## src/ldrst_pkg.sv

```systemverilog
// Shared types and constants for the light-sensor solar tracker step unit.
// No dependencies; every other file of the block refers to this package by scoped names.
package ldrst_pkg;

  // Batch size and converter resolution.
  localparam int SAMPLES     = 16;
  localparam int SAMPLE_BITS = 12;

  // Field widths of the stream payloads.
  localparam int SAMPLE_W = 12;
  localparam int AVG_W    = 12;
  localparam int ANGLE_W  = 8;
  localparam int THR_W    = 12;
  localparam int STEP_W   = 7;

  localparam int IN_DATA_W  = 48;
  localparam int OUT_DATA_W = 64;

  // Accumulator and batch counter widths.
  localparam int SUM_W   = SAMPLE_BITS + $clog2(SAMPLES);
  localparam int COUNT_W = $clog2(SAMPLES + 1);

  // Queue between front and back.
  localparam int QUEUE_DEPTH = 2;
  localparam int QPTR_W      = $clog2(QUEUE_DEPTH);
  localparam int QCNT_W      = QPTR_W + 1;

  // Angle limits and reset values.
  localparam logic [ANGLE_W-1:0] ANGLE_MAX   = ANGLE_W'(180);
  localparam logic [ANGLE_W-1:0] ANGLE_RESET = ANGLE_W'(90);
  localparam logic [THR_W-1:0]   THR_RESET   = THR_W'(100);
  localparam logic [STEP_W-1:0]  STEP_RESET  = STEP_W'(10);

  // Configuration register indexes.
  localparam int CFG_INDEX_W = 1;
  localparam logic [CFG_INDEX_W-1:0] REG_THRESHOLD = 1'b0;
  localparam logic [CFG_INDEX_W-1:0] REG_STEP      = 1'b1;
  localparam int CFG_DATA_W = 12;

  typedef struct packed {
    logic [AVG_W-1:0] avg_four;
    logic [AVG_W-1:0] avg_three;
    logic [AVG_W-1:0] avg_two;
    logic [AVG_W-1:0] avg_one;
  } avg_set_t;

  typedef struct packed {
    logic [THR_W-1:0]  threshold;
    logic [STEP_W-1:0] step_degrees;
  } cfg_t;

  typedef struct packed {
    avg_set_t          avgs;
    logic [ANGLE_W-1:0] vertical;
    logic [ANGLE_W-1:0] horizontal;
  } result_t;

endpackage

```

## src/ldrst_front.sv

```systemverilog
// Front end: accepts sample sets, accumulates the four channel sums and
// pushes the batch averages into the queue at the end of each batch. Uses ldrst_pkg.
module ldrst_front (
  input  logic                                  clk,
  input  logic                                  rst,
  input  logic                                  s_tvalid,
  output logic                                  s_tready,
  input  logic [ldrst_pkg::IN_DATA_W-1:0]       s_tdata,
  input  logic                                  q_full,
  output logic                                  q_push,
  output ldrst_pkg::avg_set_t                   q_data
);

  logic [ldrst_pkg::SUM_W-1:0]   sums [4];
  logic [ldrst_pkg::SUM_W-1:0]   sum_next [4];
  logic [ldrst_pkg::COUNT_W-1:0] count;
  logic                          accept;
  logic                          last;
  logic [ldrst_pkg::AVG_W-1:0]   avg [4];

  assign s_tready = !q_full;
  assign accept   = s_tvalid && s_tready;
  assign last     = (count == ldrst_pkg::COUNT_W'(ldrst_pkg::SAMPLES - 1));

  always_comb begin
    for (int i = 0; i < 4; i++) begin
      // keep only the converter's resolution
      sum_next[i] = sums[i] + ldrst_pkg::SUM_W'(
          s_tdata[i*ldrst_pkg::SAMPLE_W +: ldrst_pkg::SAMPLE_BITS]);
      avg[i] = ldrst_pkg::AVG_W'(sum_next[i] / ldrst_pkg::SUM_W'(ldrst_pkg::SAMPLES));
    end
  end

  assign q_push             = accept && last;
  assign q_data.avg_one     = avg[0];
  assign q_data.avg_two     = avg[1];
  assign q_data.avg_three   = avg[2];
  assign q_data.avg_four    = avg[3];

  always_ff @(posedge clk) begin
    if (rst) begin
      count <= '0;
      for (int i = 0; i < 4; i++) sums[i] <= '0;
    end else if (accept) begin
      if (last) begin
        count <= '0;
        for (int i = 0; i < 4; i++) sums[i] <= '0;
      end else begin
        count <= count + 1'b1;
        for (int i = 0; i < 4; i++) sums[i] <= sum_next[i];
      end
    end
  end

endmodule

```

## src/ldrst_fifo.sv

```systemverilog
// Short queue of batch averages between front and back end.
// Uses ldrst_pkg for the entry type and depth.
module ldrst_fifo (
  input  logic                clk,
  input  logic                rst,
  input  logic                push,
  input  ldrst_pkg::avg_set_t push_data,
  output logic                full,
  input  logic                pop,
  output logic                valid,
  output ldrst_pkg::avg_set_t pop_data
);

  ldrst_pkg::avg_set_t          entries [ldrst_pkg::QUEUE_DEPTH];
  logic [ldrst_pkg::QPTR_W-1:0] wr_ptr;
  logic [ldrst_pkg::QPTR_W-1:0] rd_ptr;
  logic [ldrst_pkg::QCNT_W-1:0] fill;
  logic                         do_push;
  logic                         do_pop;

  assign full     = (fill == ldrst_pkg::QCNT_W'(ldrst_pkg::QUEUE_DEPTH));
  assign valid    = (fill != '0);
  assign do_push  = push && !full;
  assign do_pop   = pop && valid;
  assign pop_data = entries[rd_ptr];

  always_ff @(posedge clk) begin
    if (do_push) entries[wr_ptr] <= push_data;
  end

  always_ff @(posedge clk) begin
    if (rst) begin
      wr_ptr <= '0;
      rd_ptr <= '0;
      fill   <= '0;
    end else begin
      if (do_push) wr_ptr <= wr_ptr + 1'b1;
      if (do_pop)  rd_ptr <= rd_ptr + 1'b1;
      unique case ({do_push, do_pop})
        2'b10:   fill <= fill + 1'b1;
        2'b01:   fill <= fill - 1'b1;
        default: fill <= fill;
      endcase
    end
  end

endmodule

```

## src/ldrst_back.sv

```systemverilog
// Back end: takes batch averages from the queue, decides both servo moves,
// holds the two angles and the registered result. Uses ldrst_pkg.
module ldrst_back (
  input  logic                 clk,
  input  logic                 rst,
  input  ldrst_pkg::cfg_t      cfg,
  input  logic                 q_valid,
  input  ldrst_pkg::avg_set_t  q_data,
  output logic                 q_pop,
  output logic                 res_valid,
  input  logic                 res_ready,
  output ldrst_pkg::result_t   res
);

  logic [ldrst_pkg::ANGLE_W-1:0] vert_pos;
  logic [ldrst_pkg::ANGLE_W-1:0] horz_pos;
  logic [ldrst_pkg::ANGLE_W-1:0] vert_next;
  logic [ldrst_pkg::ANGLE_W-1:0] horz_next;

  function automatic logic exceeds(input logic [ldrst_pkg::AVG_W-1:0] a,
                                   input logic [ldrst_pkg::AVG_W-1:0] b,
                                   input logic [ldrst_pkg::THR_W-1:0] thr);
    logic [ldrst_pkg::AVG_W-1:0] d;
    d = (a > b) ? (a - b) : (b - a);
    return d > thr;
  endfunction

  function automatic logic [ldrst_pkg::ANGLE_W-1:0] move_axis(
      input logic [ldrst_pkg::ANGLE_W-1:0] angle,
      input logic [ldrst_pkg::AVG_W-1:0]   a,
      input logic [ldrst_pkg::AVG_W-1:0]   b,
      input logic [ldrst_pkg::AVG_W-1:0]   c,
      input logic [ldrst_pkg::AVG_W-1:0]   d,
      input ldrst_pkg::cfg_t               cf);
    logic                            moved;
    logic                            down;
    logic [ldrst_pkg::ANGLE_W:0]     up_sum;
    logic [ldrst_pkg::ANGLE_W-1:0]   result;
    moved  = 1'b0;
    down   = 1'b0;
    result = angle;
    priority if (exceeds(a, b, cf.threshold)) begin
      moved = 1'b1;
      down  = a > b;
    end else if (exceeds(c, d, cf.threshold)) begin
      moved = 1'b1;
      down  = c > d;
    end else begin
      // hold the angle
      moved = 1'b0;
      down  = 1'b0;
    end
    up_sum = {1'b0, angle} + (ldrst_pkg::ANGLE_W + 1)'(cf.step_degrees);
    if (moved) begin
      if (down) begin
        // clamp at zero
        result = (ldrst_pkg::ANGLE_W'(cf.step_degrees) > angle) ? '0
               : angle - ldrst_pkg::ANGLE_W'(cf.step_degrees);
      end else begin
        result = (up_sum > (ldrst_pkg::ANGLE_W + 1)'(ldrst_pkg::ANGLE_MAX))
               ? ldrst_pkg::ANGLE_MAX : up_sum[ldrst_pkg::ANGLE_W-1:0];
      end
    end
    // a position above the limit never occurs, but keep the clamp complete
    if (result > ldrst_pkg::ANGLE_MAX) result = ldrst_pkg::ANGLE_MAX;
    return result;
  endfunction

  assign q_pop = q_valid && (!res_valid || res_ready);

  assign vert_next = move_axis(vert_pos, q_data.avg_one, q_data.avg_two,
                               q_data.avg_three, q_data.avg_four, cfg);
  assign horz_next = move_axis(horz_pos, q_data.avg_one, q_data.avg_three,
                               q_data.avg_two, q_data.avg_four, cfg);

  always_ff @(posedge clk) begin
    if (rst) begin
      vert_pos  <= ldrst_pkg::ANGLE_RESET;
      horz_pos  <= ldrst_pkg::ANGLE_RESET;
      res_valid <= 1'b0;
    end else if (q_pop) begin
      vert_pos  <= vert_next;
      horz_pos  <= horz_next;
      res_valid <= 1'b1;
    end else if (res_ready) begin
      res_valid <= 1'b0;
    end
  end

  // payload needs no reset
  always_ff @(posedge clk) begin
    if (q_pop) begin
      res.avgs       <= q_data;
      res.vertical   <= vert_next;
      res.horizontal <= horz_next;
    end
  end

endmodule

```

## src/ldr_solar_tracker_step_unit.sv

```systemverilog
// Top level of the light-sensor solar tracker step unit: configuration
// registers, front end, queue and back end. Uses ldrst_pkg and the ldrst_* modules.
//
// Usage:
//   Input stream (s_*): one transfer carries one sample from each of four
//   light sensors. Every SAMPLES transfers close a batch.
//   Output stream (m_*): one transfer per batch with the four averages and
//   the updated vertical and horizontal servo angles (0..180 degrees).
//   Config port: cfg_we with cfg_index 0 writes threshold, 1 writes
//   step_degrees; write only while no batch is in flight.
// Throughput: one input transfer per cycle while s_tready is high; accumulation
//   is one add per channel per cycle and the angles are updated once per batch.
// Result path: the averages of a batch enter the queue with its last input
//   transfer and pass from there into the output register.
// Reset (rst, synchronous): sums and count clear, both angles go to 90,
//   threshold to 100, step to 10, the queue empties.
// Stall: while m_tready is low the result holds; the two-entry queue
//   absorbs further batches, and s_tready drops only when it is full.
module ldr_solar_tracker_step_unit (
  input  logic                                  clk,
  input  logic                                  rst,
  input  logic                                  s_tvalid,
  output logic                                  s_tready,
  // s_tdata: sample_one[11:0], sample_two[23:12], sample_three[35:24], sample_four[47:36]
  input  logic [ldrst_pkg::IN_DATA_W-1:0]       s_tdata,
  output logic                                  m_tvalid,
  input  logic                                  m_tready,
  // m_tdata: average_one[11:0], average_two[23:12], average_three[35:24],
  //          average_four[47:36], vertical_angle[55:48], horizontal_angle[63:56]
  output logic [ldrst_pkg::OUT_DATA_W-1:0]      m_tdata,
  input  logic                                  cfg_we,
  input  logic [ldrst_pkg::CFG_INDEX_W-1:0]     cfg_index,
  input  logic [ldrst_pkg::CFG_DATA_W-1:0]      cfg_data
);

  ldrst_pkg::cfg_t     cfg;
  ldrst_pkg::avg_set_t push_data;
  ldrst_pkg::avg_set_t pop_data;
  ldrst_pkg::result_t  res;
  logic                q_full;
  logic                q_push;
  logic                q_valid;
  logic                q_pop;

  always_ff @(posedge clk) begin
    if (rst) begin
      cfg.threshold    <= ldrst_pkg::THR_RESET;
      cfg.step_degrees <= ldrst_pkg::STEP_RESET;
    end else if (cfg_we) begin
      unique case (cfg_index)
        ldrst_pkg::REG_THRESHOLD: cfg.threshold    <= cfg_data[ldrst_pkg::THR_W-1:0];
        ldrst_pkg::REG_STEP:      cfg.step_degrees <= cfg_data[ldrst_pkg::STEP_W-1:0];
        default:                  cfg              <= cfg;
      endcase
    end
  end

  ldrst_front u_front (
    .clk      (clk),
    .rst      (rst),
    .s_tvalid (s_tvalid),
    .s_tready (s_tready),
    .s_tdata  (s_tdata),
    .q_full   (q_full),
    .q_push   (q_push),
    .q_data   (push_data)
  );

  ldrst_fifo u_fifo (
    .clk       (clk),
    .rst       (rst),
    .push      (q_push),
    .push_data (push_data),
    .full      (q_full),
    .pop       (q_pop),
    .valid     (q_valid),
    .pop_data  (pop_data)
  );

  ldrst_back u_back (
    .clk       (clk),
    .rst       (rst),
    .cfg       (cfg),
    .q_valid   (q_valid),
    .q_data    (pop_data),
    .q_pop     (q_pop),
    .res_valid (m_tvalid),
    .res_ready (m_tready),
    .res       (res)
  );

  assign m_tdata = {res.horizontal, res.vertical, res.avgs.avg_four,
                    res.avgs.avg_three, res.avgs.avg_two, res.avgs.avg_one};

endmodule

```

## config.mk

```make
export PLATFORM = sky130hd
export DESIGN_NAME = ldr_solar_tracker_step_unit
export DESIGN_NICKNAME = d
export VERILOG_FILES = /design/src/ldrst_pkg.sv /design/src/ldrst_front.sv /design/src/ldrst_fifo.sv /design/src/ldrst_back.sv /design/src/ldr_solar_tracker_step_unit.sv
export SDC_FILE = /design/constraint.sdc
export NUM_CORES = 1
export LEC_CHECK = 0
export BUFFER_PORTS_ARGS = -buffer_cell sky130_fd_sc_hd__buf_2
export CORE_ASPECT_RATIO = 1.1
export CORE_MARGIN = 2
export CORE_UTILIZATION = 40
export DETAILED_ROUTE_END_ITERATION = 6
export PLACE_DENSITY = 0.63
export SETUP_SLACK_MARGIN = 0.15
export SLEW_MARGIN = 15
export SYNTH_ARGS = -nofsm -noshare
export SYNTH_HDL_FRONTEND = slang
export SYNTH_SLANG_ARGS = --single-unit
```

## constraint.sdc

```tcl
create_clock -name clk -period 22.2 [get_ports clk]
set_clock_uncertainty 0.15 [all_clocks]
set_input_delay 0 -clock clk [delete_from_list [all_inputs] [get_ports clk]]
set_output_delay 0 -clock clk [all_outputs]
set_load 0.02 [all_outputs]
```

# Yosys cells after proc, flatten, opt, wreduce, memory -nomap -nowiden
# Memories as Yosys holds them, arrays and structs flattened. A register that Yosys moved wholly into a read port is not among the register bits.
# Cells that the tools add are included.
# totals
regBits	109
latch_bits	0
mem_bits_rw	160
mem_bits_ro	0
output_inout_bits	66
n_memories	2
# memory_table
name	words	word_bits	rd	rd_ports_with_merged_regs	wr	line	rtl
u_fifo.entries	2	48	1	1	1	ldrst_fifo.sv:14	ldrst_pkg::avg_set_t entries [ldrst_pkg::QUEUE_DEPTH];
u_front.sums	4	16	4	0	4	ldrst_front.sv:14	logic [ldrst_pkg::SUM_W-1:0] sums [4];
# op_classes
addsub	21
multipliers	0
n_div	0
magnitude_cmp	14
n_eq_ne	4
shift	0
mux	48
n_bitwise	9
reduce_logical	13
# ops
cell	count
2-to-1 mux 16 bit	8
greater-than comparator 12 bit	8
subtractor 12 bit	8
2-to-1 mux 8 bit	10
adder 16 x 12 -> 16 bit	4
2-to-1 mux 12 bit	4
2-to-1 mux 1 bit	24
adder 8 x 7 -> 9 bit	2
greater-than comparator 9 x 8 -> 1 bit (second input constant)	2
greater-than comparator 7 x 8 -> 1 bit	2
greater-than comparator 8 bit (second input constant)	2
subtractor 8 x 7 -> 8 bit	2
OR 1 bit	8
nonzero test 2 bit	3
adder 5 x 1 -> 5 bit (second input constant)	1
equality test 5 x 4 -> 1 bit (second input constant)	1
logical AND 1 bit	5
2-to-1 mux 5 bit	1
equality test 2 bit (second input constant)	2
one-hot mux 2 bit (2 select lines)	1
AND reduction 2 bit	2
adder 1 bit (second input constant)	2
adder 2 x 1 -> 2 bit (second input constant)	1
equality test 2 x 1 -> 1 bit (second input constant)	1
other kinds (4)	5

# Logic depth before layout (Yosys ltp)
# logic_depth
word_depth	9
ltp_mapped	34
mapped_depth_nobuf	28

# Cells and area by module
# From an unflattened synthesis, not the netlist that was laid out.
# unflattened
hier_cells	1909
area_unflattened_um2	19391.1
# modules_own_cells
mod	n_inst	cells_each	area_per_inst_um2	seq_area_each_um2
ldrst_back	1	1090	9591.7	2262.2
ldrst_front	1	564	5307.6	1861.8
ldrst_fifo	1	175	3674.8	2982.9
ldr_solar_tracker_step_unit	1	80	817.0	380.4

# Least setup slack after synthesis
# OpenSTA, ideal clock, no wires.
# synth_timing
path_kind	reg-to-reg
startpoint	register with a tool-made name
endpoint	register u_back.vert_pos[1] in the netlist's numbering
setup_ns	0.122
t_arrival_ns	7.121
required_ns	21.928
slack_ns	14.807
stages_incl_launch_ff	32
n_path_buf	5
cell_sequence	dfxtp_1 clkbuf_1 buf_1 buf_1 mux2i_1 inv_1 ha_1 buf_2 o21a_1 o2111ai_1 a21o_1 a21oi_4 clkbuf_1 mux2i_1 nand2_1 a2bb2oi_1 o21ai_0 o21ai_0 a221oi_1 xnor2_1 ha_1 and3_1 nand4_2 a21oi_1 a2111oi_4 o21ai_1 o21a_2 o41a_1 o22ai_4 a21boi_4 nor3_2 a221o_1
# synth_lines
element	line	rtl
to (signal assigned)	ldrst_back.sv:78	vert_pos <= ldrst_pkg::ANGLE_RESET;
to (signal assigned)	ldrst_back.sv:82	vert_pos <= vert_next;
to (decl)	ldrst_back.sv:15	logic [ldrst_pkg::ANGLE_W-1:0] vert_pos;

==> results_dict.tcl <==
set metrics [dict create \
    hold_viol 0 \
    grt_pass1_wl_mm 84.1 \
    worst_slack_ps 13230 \
    synth.distinct_cells 90 \
    postCtsSetupRepairBufs 0 \
    numPortBuffers 131 \
    root_buffer "clkbuf_16" \
    synth.yosys.warnings 0 \
    netlist_area_mm2 0.0190 \
    p_int_mw 0.933 \
    ys_async_sr_fraction_pct 0 \
    final_nets 2401 \
    cts_tree "built" \
    vias_per_cell 5.53 \
    status "complete, no violations" \
    fin_util_pct 47.2 \
    clk_latency_ps 580 \
    hold_depth 4 \
    dieWidth_um 212 \
    gp_congestion 0.946 \
    grt-ovfl-total 0 \
    syn_nets 2202 \
    drive_gt1_share_pct 11.6 \
    fillers 4339 \
    fin_tns_setup_ps 0 \
    p_per_area_mw_per_mm2 57.3 \
    max_freq_ghz 0.112 \
    synth_edf_count 208 \
    cpMostUsedCell "a21oi_1" \
    endpoint "u_back.vert_pos[3]" \
    finalPower_mw 1.27 \
    antenna_found_initial 0 \
    initial_core_util_pct 40.6 \
    p_leak_nw 9.11 \
    reg2reg_depth 26 \
    netSwitchingFraction_pct 26.4 \
    rsz0062_at_grt "false" \
    finalSetupViolations 0 \
    cts_max_level 1 \
    layout_min_cycle_time_ps 8970 \
    p_seq_share_pct 45.6 \
    clkPwrFrac_pct 38.9 \
    wirelength_mm 55.1 \
    maxSlewHeadroom_pct 24.7 \
    cts-buffers-inserted 31 \
    maxCapViolations 0 \
    clkSinkCount 270 \
    path_class "flip-flop to flip-flop" \
    post_drt_wl_per_cell_um 20.0 \
    yosysSeqAreaShare_pct 39.4 \
    pre_cts_slack_ps 13230 \
    hold_path.class "input pin to flip-flop" \
    min_period_over_period_pct 40.4 \
    cp_slowest_cell "a2111oi_0" \
    grt_pass1_vias 15100 \
    cpPeakStageDelay_ps 950 \
    ios 132 \
    cts_resized 0 \
    vias 15300 \
    synth_seq_cells 270 \
    combPwrFrac_pct 15.6 \
    synthCells 1902 \
    arrival_ps 9270 \
    final_common_cell "ha_1" \
    place_hpwl_mm 42.3 \
    worstMarginPinSlew_ps 1130 \
    die_h_um 233 \
    r2r-end "u_back.vert_pos[3]" \
    ant_nets 0 \
    ir_worst_vdd_mv 0.0506 \
    rrSetupSlack_ps 13230 \
    drc 0 \
    grt_max_degree 68 \
    min-delay-start "cfg_data[0]" \
    dr.pass1.iters 5 \
    start_kind "flip-flop" \
    diodes 0 \
    critPathCaptureType "flip-flop" \
    std_cell_rows 83 \
    synth_flop_cell "edfxtp_1" \
    clk_pin_slew_worst_paths_ps 60 \
    synth_area_per_cell_um2 10.0 \
    p_sw_mw 0.335 \
    dpl_cell_area_mm2 0.0203 \
    crit_fanout 34 \
    required_ps 22510 \
    maxSlewViolCount 0 \
    stdcell_area_mm2 0.0221 \
    core_mm2 0.0468 \
    grt_usage_pct 22.0 \
    drt-initial-drc-count 1190 \
    dieArea_mm2 0.0493 \
    final_cell_mix "ha_1 (218), edfxtp_1 (208), a21oi_1 (142), inv_1 (140), nand2_1 (133)" \
    cts_max_path_buffers 3 \
    syn_to_final_growth_pct 16.3 \
]
==> critical path, delay by kind of cell, from the launching register on <==
kind            cells  cell delay (ps)
mux                 2              800
buf+inv             3             1130
flops               1              630
xor+xnor            1              170
fa+ha+maj           2              770
simple gates        6             1600
compound gates     12             3570
==> what timing repair did <==
action,CTS,global route
hold buffers,87,0
hold endpoints to repair,147,0
endpoints found under the setup margin,0,0
==> per-layer routing <==
metal	routed length [um]	vias to the layer above	track usage, %	part of all wire, %
li1	-	7356	-	-
met1	23300	7352	27.5	42
met2	26200	441	37.4	48
met3	2900	127	3.25	5.3
met4	2730	0	10.5	5.0
met5	0	-	0	0
==> stage by stage <==
stage                     instances  hold WS (ps)
after CTS                      2761          76.3
after global placement         2617          74.3
after detailed placement       2617          77.0
final                          2762           104
after floorplan                1902         -32.2
after global routing           2762           108
==> area by class of cell <==
cell class / count / area (um2) / share of cell area [%]
Clock inverter: 21 / 163 / 0.736
Inverter: 143 / 538 / 2.43
Clock buffer: 36 / 795 / 3.59
Sequential cell: 270 / 7490 / 33.9
Timing Repair Buffer: 227 / 1590 / 7.20
Multi-Input combinational cell: 1428 / 10700 / 48.6
Tap cell: 637 / 797 / 3.60
==> power groups by stage <==
stage / Clock (mW) / Sequential [mW] / Combinational (mW)
floorplan: 0 / 0.586 / 0.131
global route: 0.525 / 0.579 / 0.221
finish: 0.493 / 0.578 / 0.197
global placement: 0 / 0.588 / 0.175
detailed placement: 0 / 0.588 / 0.179
CTS: 0.505 / 0.578 / 0.197
==> worst min-delay path by stage <==
stage,endpoint,slack (ps)
finish,cfg[7],100
detailed placement,cfg[12],80
global route,cfg[7],110
floorplan,cfg[12],-30
global placement,cfg[12],70
CTS,cfg[7],80
==> cells in the mapped netlist, types with 40 or more instances <==
cell type	instances	area share, %
edfxtp_1	208	33
inv_1	142	2.8
and2_1	40	1.3
xnor2_1	65	3.0
dfxtp_1	62	6.5
nor2_1	124	2.4
a21o_1	61	2.4
nand2_1	133	2.6
mux2i_1	75	3.9
ha_1	218	14
o21ai_0	87	2.3
a21oi_1	142	3.7
==> cells by family (layout without fill, tap and decap cells) <==
logic type	count (synthesis)	after routing	share of synthesized area, %
muxes	90	90	4.84
DFF	270	270	39.4
buffers and inverters	204	427	4.21
xor gates and xnor gates	95	95	4.38
AOI/OAI and AO/OA	499	499	17.8
and+or+nand+nor	510	510	13.4
adders and majority gates	234	234	16.0
==> flip-flops by register name, summed over array words and instances (netlist names), named ones only <==
name and cells:
u_back.res_valid 1, cfg 19, u_back.res 64, u_front.count 5
u_fifo.entries 96, u_fifo.rd_ptr 1, u_back.horz_pos 8, u_fifo.fill 2
u_front.sums 64, u_back.vert_pos 8, u_fifo.wr_ptr 1
No activity file was read; power rests on OpenSTA's default activity.
